<file path="src/cmli_pkg.sv">
`timescale 1ns / 1ps

package cmli_pkg;

  localparam int TABLE_ENTRIES = 32;
  localparam int IDX_W         = $clog2(TABLE_ENTRIES);
  localparam int LEVEL_W       = 16;
  localparam int CHAN_W        = 16;  // ROM entries are UQ0.16
  localparam int COLOR_W       = 8;
  localparam int NUM_CH        = 3;

  localparam int CH_RED   = 0;
  localparam int CH_GREEN = 1;
  localparam int CH_BLUE  = 2;

  typedef logic [CHAN_W-1:0] chan_t;
  typedef logic [IDX_W-1:0]  idx_t;
  typedef logic [COLOR_W-1:0] color_t;

  localparam chan_t RED_ROM [TABLE_ENTRIES] = '{
    16'd18505, 16'd19479, 16'd20138, 16'd20469, 16'd20472, 16'd20171, 16'd19617, 16'd18878,
    16'd18029, 16'd17133, 16'd16235, 16'd15353, 16'd14475, 16'd13573, 16'd12608, 16'd11552,
    16'd10414, 16'd9293,  16'd8449,  16'd8348,  16'd9449,  16'd11833, 16'd15235, 16'd19372,
    16'd24046, 16'd29132, 16'd34538, 16'd40171, 16'd45918, 16'd51637, 16'd57187, 16'd62456
  };

  localparam chan_t GREEN_ROM [TABLE_ENTRIES] = '{
    16'd0,     16'd1781,  16'd5259,  16'd8247,  16'd11062, 16'd13776, 16'd16391, 16'd18898,
    16'd21292, 16'd23580, 16'd25774, 16'd27897, 16'd29969, 16'd32011, 16'd34038, 16'd36062,
    16'd38088, 16'd40112, 16'd42127, 16'd44120, 16'd46073, 16'd47965, 16'd49776, 16'd51481,
    16'd53056, 16'd54479, 16'd55730, 16'd56801, 16'd57698, 16'd58456, 16'd59134, 16'd59805
  };

  localparam chan_t BLUE_ROM [TABLE_ENTRIES] = '{
    16'd21693, 16'd24815, 16'd27608, 16'd30015, 16'd31992, 16'd33529, 16'd34657, 16'd35436,
    16'd35947, 16'd36267, 16'd36458, 16'd36564, 16'd36605, 16'd36579, 16'd36466, 16'd36234,
    16'd35844, 16'd35251, 16'd34413, 16'd33295, 16'd31868, 16'd30108, 16'd27998, 16'd25525,
    16'd22679, 16'd19451, 16'd15832, 16'd11821, 16'd7473,  16'd3298,  16'd2872,  16'd7265
  };

  function automatic chan_t rom_read(input int ch, input idx_t idx);
    chan_t val;
    unique case (ch)
      CH_RED:   val = RED_ROM[idx];
      CH_GREEN: val = GREEN_ROM[idx];
      default:  val = BLUE_ROM[idx];
    endcase
    return val;
  endfunction

endpackage

</file>
<file path="src/colormap_linear_interpolation.sv">
`timescale 1ns / 1ps

// Viridis false-color mapper. Each item carries a level in unsigned fixed
// point with LEVEL_FRACTION_BITS fraction bits (Q1.15 by default, 32768 is
// 1.0); levels at or above 1.0 give the last table color. The level picks a
// segment of a 32-entry color ROM and red, green and blue are interpolated
// linearly (signed, so falling channels fall) and scaled by 255, truncated.
// Four register stages: scale by 31, ROM lookup, interpolate, scale by 255.
// One item per clock when the output is not stalled.
// A stall on the output freezes the whole pipe; in_stall follows
// out_valid && out_stall combinationally.
module colormap_linear_interpolation #(
  parameter int LEVEL_FRACTION_BITS = 15
) (
  input  logic                          clk,
  input  logic                          rst_n,
  input  logic                          in_valid,
  output logic                          in_stall,
  input  logic [cmli_pkg::LEVEL_W-1:0]  in_s_level,
  output logic                          out_valid,
  input  logic                          out_stall,
  output logic [cmli_pkg::COLOR_W-1:0]  out_red,
  output logic [cmli_pkg::COLOR_W-1:0]  out_green,
  output logic [cmli_pkg::COLOR_W-1:0]  out_blue
);

  localparam int F      = LEVEL_FRACTION_BITS;
  localparam int IW     = cmli_pkg::IDX_W;
  localparam int CW     = cmli_pkg::CHAN_W;
  localparam int OW     = cmli_pkg::COLOR_W;
  localparam int NCH    = cmli_pkg::NUM_CH;
  // level width wide enough to hold 1.0
  localparam int LW     = (F + 1 > cmli_pkg::LEVEL_W) ? F + 1 : cmli_pkg::LEVEL_W;
  localparam int PW     = LW + IW;          // level * (entries - 1)
  localparam int VW     = CW + F;           // interpolated channel, UQ0.(16+F)
  localparam int SW     = VW + 2;           // signed interpolation sum
  localparam int XW     = VW + OW;          // channel * 255
  localparam int LAST   = cmli_pkg::TABLE_ENTRIES - 1;

  localparam logic [LW-1:0] ONE      = LW'(1) << F;
  localparam logic [PW-1:0] LAST_SEG = PW'(LAST);

  // global advance: a full output register that is stalled holds every stage
  logic adv;
  assign adv      = !out_valid || !out_stall;
  assign in_stall = !adv;

  // ---------------------------------------------------------------------
  // Stage 1: saturation check and p = level * (entries - 1)
  // ---------------------------------------------------------------------
  logic            v1_r;
  logic            sat1_r;
  logic [PW-1:0]   p1_r;
  logic [LW-1:0]   lvl_ext;
  logic            sat1_nxt;
  logic [PW-1:0]   p1_nxt;

  always_comb begin
    lvl_ext  = LW'(in_s_level);
    sat1_nxt = (lvl_ext >= ONE);
    p1_nxt   = PW'(lvl_ext) * PW'(LAST);
  end

  always_ff @(posedge clk) begin
    if (!rst_n) begin
      v1_r <= 1'b0;
    end else if (adv) begin
      v1_r <= in_valid;
    end
    if (adv) begin
      sat1_r <= sat1_nxt;
      p1_r   <= p1_nxt;
    end
  end

  // ---------------------------------------------------------------------
  // Stage 2: segment select and ROM lookup of both segment ends.
  // Saturated levels read the last entry at both ends with zero fraction,
  // which reduces the interpolation to that entry exactly.
  // ---------------------------------------------------------------------
  logic                v2_r;
  cmli_pkg::chan_t     c0_r [NCH];
  cmli_pkg::chan_t     c1_r [NCH];
  logic [F-1:0]        frac2_r;
  cmli_pkg::chan_t     c0_nxt [NCH];
  cmli_pkg::chan_t     c1_nxt [NCH];
  logic [F-1:0]        frac2_nxt;
  logic [PW-1:0]       seg_full;
  cmli_pkg::idx_t      ia;
  cmli_pkg::idx_t      ib;

  always_comb begin
    seg_full = p1_r >> F;
    priority if (sat1_r) begin
      ia        = IW'(LAST);
      frac2_nxt = '0;
    end else if (seg_full >= LAST_SEG) begin
      // unreachable below 1.0; clamp to the last segment
      ia        = IW'(LAST - 1);
      frac2_nxt = '1;
    end else begin
      ia        = seg_full[IW-1:0];
      frac2_nxt = p1_r[F-1:0];
    end
    ib = sat1_r ? ia : ia + IW'(1);
    for (int ch = 0; ch < NCH; ch++) begin
      c0_nxt[ch] = cmli_pkg::rom_read(ch, ia);
      c1_nxt[ch] = cmli_pkg::rom_read(ch, ib);
    end
  end

  always_ff @(posedge clk) begin
    if (!rst_n) begin
      v2_r <= 1'b0;
    end else if (adv) begin
      v2_r <= v1_r;
    end
    if (adv) begin
      frac2_r <= frac2_nxt;
      for (int ch = 0; ch < NCH; ch++) begin
        c0_r[ch] <= c0_nxt[ch];
        c1_r[ch] <= c1_nxt[ch];
      end
    end
  end

  // ---------------------------------------------------------------------
  // Stage 3: v = c0 * 2^F + (c1 - c0) * f, one signed multiply per channel
  // ---------------------------------------------------------------------
  logic              v3_r;
  logic [VW-1:0]     lerp_r [NCH];
  logic [VW-1:0]     lerp_nxt [NCH];
  logic signed [CW:0]     diff;
  logic signed [CW+F+1:0] prod;
  logic signed [SW-1:0]   sum;

  always_comb begin
    diff = '0;
    prod = '0;
    sum  = '0;
    for (int ch = 0; ch < NCH; ch++) begin
      diff = $signed({1'b0, c1_r[ch]}) - $signed({1'b0, c0_r[ch]});
      prod = diff * $signed({1'b0, frac2_r});
      sum  = $signed({2'b00, c0_r[ch], {F{1'b0}}}) + SW'(prod);
      lerp_nxt[ch] = sum[VW-1:0];
    end
  end

  always_ff @(posedge clk) begin
    if (!rst_n) begin
      v3_r <= 1'b0;
    end else if (adv) begin
      v3_r <= v2_r;
    end
    if (adv) begin
      for (int ch = 0; ch < NCH; ch++) begin
        lerp_r[ch] <= lerp_nxt[ch];
      end
    end
  end

  // ---------------------------------------------------------------------
  // Stage 4: (v * 255) >> (16 + F). v < 2^(16+F), so the top byte never
  // needs clamping.
  // ---------------------------------------------------------------------
  logic              out_valid_r;
  cmli_pkg::color_t  color_r [NCH];
  cmli_pkg::color_t  color_nxt [NCH];
  logic [XW-1:0]     scaled;

  always_comb begin
    scaled = '0;
    for (int ch = 0; ch < NCH; ch++) begin
      scaled = {lerp_r[ch], {OW{1'b0}}} - XW'(lerp_r[ch]);
      color_nxt[ch] = scaled[XW-1 -: OW];
    end
  end

  always_ff @(posedge clk) begin
    if (!rst_n) begin
      out_valid_r <= 1'b0;
    end else if (adv) begin
      out_valid_r <= v3_r;
    end
    if (adv) begin
      for (int ch = 0; ch < NCH; ch++) begin
        color_r[ch] <= color_nxt[ch];
      end
    end
  end

  assign out_valid = out_valid_r;
  assign out_red   = color_r[cmli_pkg::CH_RED];
  assign out_green = color_r[cmli_pkg::CH_GREEN];
  assign out_blue  = color_r[cmli_pkg::CH_BLUE];

endmodule
</file>
<file path="config.mk">
export PLATFORM = sky130hd
export DESIGN_NAME = colormap_linear_interpolation
export DESIGN_NICKNAME = d
export VERILOG_FILES = /design/src/cmli_pkg.sv /design/src/colormap_linear_interpolation.sv
export SDC_FILE = /design/constraint.sdc
export NUM_CORES = 2
export LEC_CHECK = 0
export ABC_CLOCK_PERIOD_IN_PS = 8570
export BUFFER_PORTS_ARGS = -buffer_cell sky130_fd_sc_hd__buf_2
export CAP_MARGIN = 15
export CORE_ASPECT_RATIO = 0.75
export CORE_UTILIZATION = 54
export CTS_CLUSTER_DIAMETER = 150
export DETAILED_ROUTE_END_ITERATION = 10
export PLACE_DENSITY_LB_ADDON = 0.3
export SYNTH_ARGS = -nofsm -noshare
export SYNTH_HDL_FRONTEND = slang
export SYNTH_SLANG_ARGS = --single-unit
export TNS_END_PERCENT = 30
</file>
<file path="constraint.sdc">
create_clock -name clk -period 8.57 [get_ports clk]
set_input_delay 0.4285 -clock clk [delete_from_list [all_inputs] [get_ports clk]]
set_output_delay 0.4285 -clock clk [all_outputs]
set_load 0.02 [all_outputs]
</file>
==> run metrics <==
outcome=completed; Nets=6749; # hold bufs at CTS=0; most frequent cell after synthesis=inv_1; fin area=52700 um^2; Clock Latency Late Sink=0.63 ns; Synth Area in XOR/XNOR=3.55%; Initial Utilization=55.0%; syn_nets=6799; adder-cell share of the synthesized area=44.8%; YS warnings=0; data required time at the worst endpoint=8.94 ns; largest family of logic cells by synthesized area=adder cells; Avg Cell Area, Syn=9.04 um^2; Final setup viols=0; Clock Path Buffers=3; pin count of the biggest net entering global routing=82; cell mode on critical path=fa_1; Syn Std Cell Area=49600 um^2; final worst path period need=8.18 ns; Fill cells=7927; die height=265 um; Die X=352 um; TritonCTS clock tree=yes; post-DP HPWL=103000 um; I/O pins=46; area leader, netlist=fa_1; grt ovf=0; first-pass GRT wire length=212000 um; Synth top area share=32.9%; number of max-cap violations=0; Via-to-Cell Ratio=5.64; final worst setup slack=0.387 ns; Vias=37700; Synth cell types=82; Area Overhead vs Synth=6.10%; async set or reset register ratio after synthesis=0%; Max stage delay on crit path=0.54 ns; Slew Viols, Final=0; Seq/Total Area, Yosys=15.3%; synthesized netlist cell count=5493; clk sinks=254; Worst Tran Pin Value=1.24 ns; fin util=58.3%; share of layout cells above drive strength 1=5.43%; # DRC=0; ys flop type=edfxtp_1; root buf cell=clkbuf_16; clock slew at reported path FFs=0.07 ns; Slew headroom=16.2%; synthesis-stage register bit count=254; total CTS buffers=29; initial antenna violation count=2; antenna-violating nets left=0; Row Count=95; Post-Route WL=130000 um; routed len/inst=19.5 um; Place WS=0.0721 ns; Compound-Gate Fraction of Synth Area=10.4%; Critical Path Source Type=flip-flop; top cells by count, synth=inv_1 (1217), fa_1 (817), nand2_1 (472); Final period util=95.5%; number of synthesized flops with an enable pin=250; mux share of post-synthesis cell area=0.0605%; CP max stage cell=fa_1; Routability Congestion=0.978; CORE AREA=90300 um^2; Final Hold Vio Count=0; vias in the first global route=38200; Crit Path Class=flip-flop to flip-flop; Worst Path Max Fanout=15; Hold WC Path Type=input port to flip-flop; area of placed instances=51500 um^2; Post-Synth Simple-Gate Area=14.7%; Fmax=0.122 GHz; RSZ-0062 raised after global routing=true; Clock Skews=0.0154 ns; DIE AREA=93200 um^2; Arr. time, crit path=8.56 ns; port buffer count=45; synth top area cells=fa_1 (33%), edfxtp_1 (15%), ha_1 (12%), inv_1 (9.2%), and2_1 (4.5%); CP Capture Type=flip-flop; DRT Pass-1 Iters=7; htree depth=1; All-Layer GR Usage=28.7%; 1st-iter DRT viols=3751
## flip-flops by register name, summed over array words and instances, names as in the netlist
signal,flops
frac2_r,15
sat1_r,1
out_valid,1
v1_r,1
lerp_r,93
color_r,24
v3_r,1
c0_r,48
c1_r,48
v2_r,1
p1_r,21
## final timing paths
kind,start,to,slack [ns],depth (start not counted)
worst max-delay path,c0_r[0][0],lerp_r[0][30],0.39,33
worst min-delay path,in_s_level[0],p1_r[0],0.04,1
worst max register to register,c0_r[0][0],lerp_r[0][30],0.39,33
worst min register to register,v2_r,v2_r,0.47,2
## kinds of logic (layout without fill, tap and decap cells)
group,after synthesis,after routing
AOI/OAI and AO/OA,809,809
xor gates and xnor gates,199,199
adders and majority gates,1287,1287
buffers and inverters,1485,1458
DFF,254,254
muxes,3,3
other,0,1
and+or+nand+nor,1456,1456
## placed cells by master (no fill, tap or decap), drive strengths merged, types with 19 or more instances in the layout
cell / Yosys / final
nand3: 73 / 73
nor2b: 83 / 83
nand3b: 20 / 20
a21o: 62 / 62
o31ai: 20 / 20
nand2: 472 / 472
and2: 360 / 360
xnor2: 161 / 161
a211oi: 32 / 32
inv: 1219 / 1224
nor2: 233 / 233
o211ai: 30 / 30
ha: 469 / 469
clkbuf: 247 / 30
nor3: 66 / 66
o21ai: 177 / 177
fa: 817 / 817
o21a: 27 / 27
xor2: 37 / 37
edfxtp: 250 / 250
a21oi: 238 / 238
buf: 19 / 185
and3: 19 / 19
a31oi: 48 / 48
nand2b: 52 / 52
## per-stage QoR
stage | std cells | hold slack (ns) | setup TNS, ns
6_report | 6679 | 0.0417 | 0
2_1_floorplan | 5493 | 0.441 | 0
5_1_grt | 6678 | 0.0374 | -0.0865
3_3_place_gp | 6613 | 0.449 | 0
4_1_cts | 6667 | 0.0212 | 0
3_5_place_dp | 6613 | 0.460 | 0
## per-layer routing
metal | up-vias | wire length [um] | GRT usage [%]
met1 | 18700 | 58600 | 43.2
met3 | 228 | 12600 | 5.62
met4 | 4 | 4000 | 7.47
met5 | - | 22 | 0
met2 | 1593 | 55200 | 42.3
li1 | 17200 | - | -
## critical path: cells and delay by family, from the launching register on
| kind | cells | cell delay, ns |
|---|---|---|
| adder cells (fa/ha/maj) | 9 | 3.96 |
| AO/OA/AOI/OAI | 8 | 1.35 |
| AND/OR/NAND/NOR | 8 | 1.16 |
| buffers and inverters | 6 | 0.56 |
| XOR/XNOR | 2 | 0.49 |
| flip-flops | 1 | 0.40 |
## area by class of cell
class / instances / area (um^2) / share of cell area [%]
clock buffers: 30 / 729 / 1.38
clock inverters: 24 / 259 / 0.492
flip-flops and latches: 254 / 7590 / 14.4
well taps: 1212 / 1520 / 2.88
multi-input cells: 3754 / 36700 / 69.6
diodes: 1 / 2.50 / 0.00475
inverters: 1219 / 4580 / 8.70
repair buffers: 185 / 1340 / 2.55
## timing repair
action                                  in CTS  in global routing
buffers inserted                             0                 11
gates resized for setup                      0                 31
endpoints found under the setup margin       0                 16
Power is left out: the tool's default activity adds up to more than one toggle a clock period on the data nets, which glitch-free logic cannot reach.
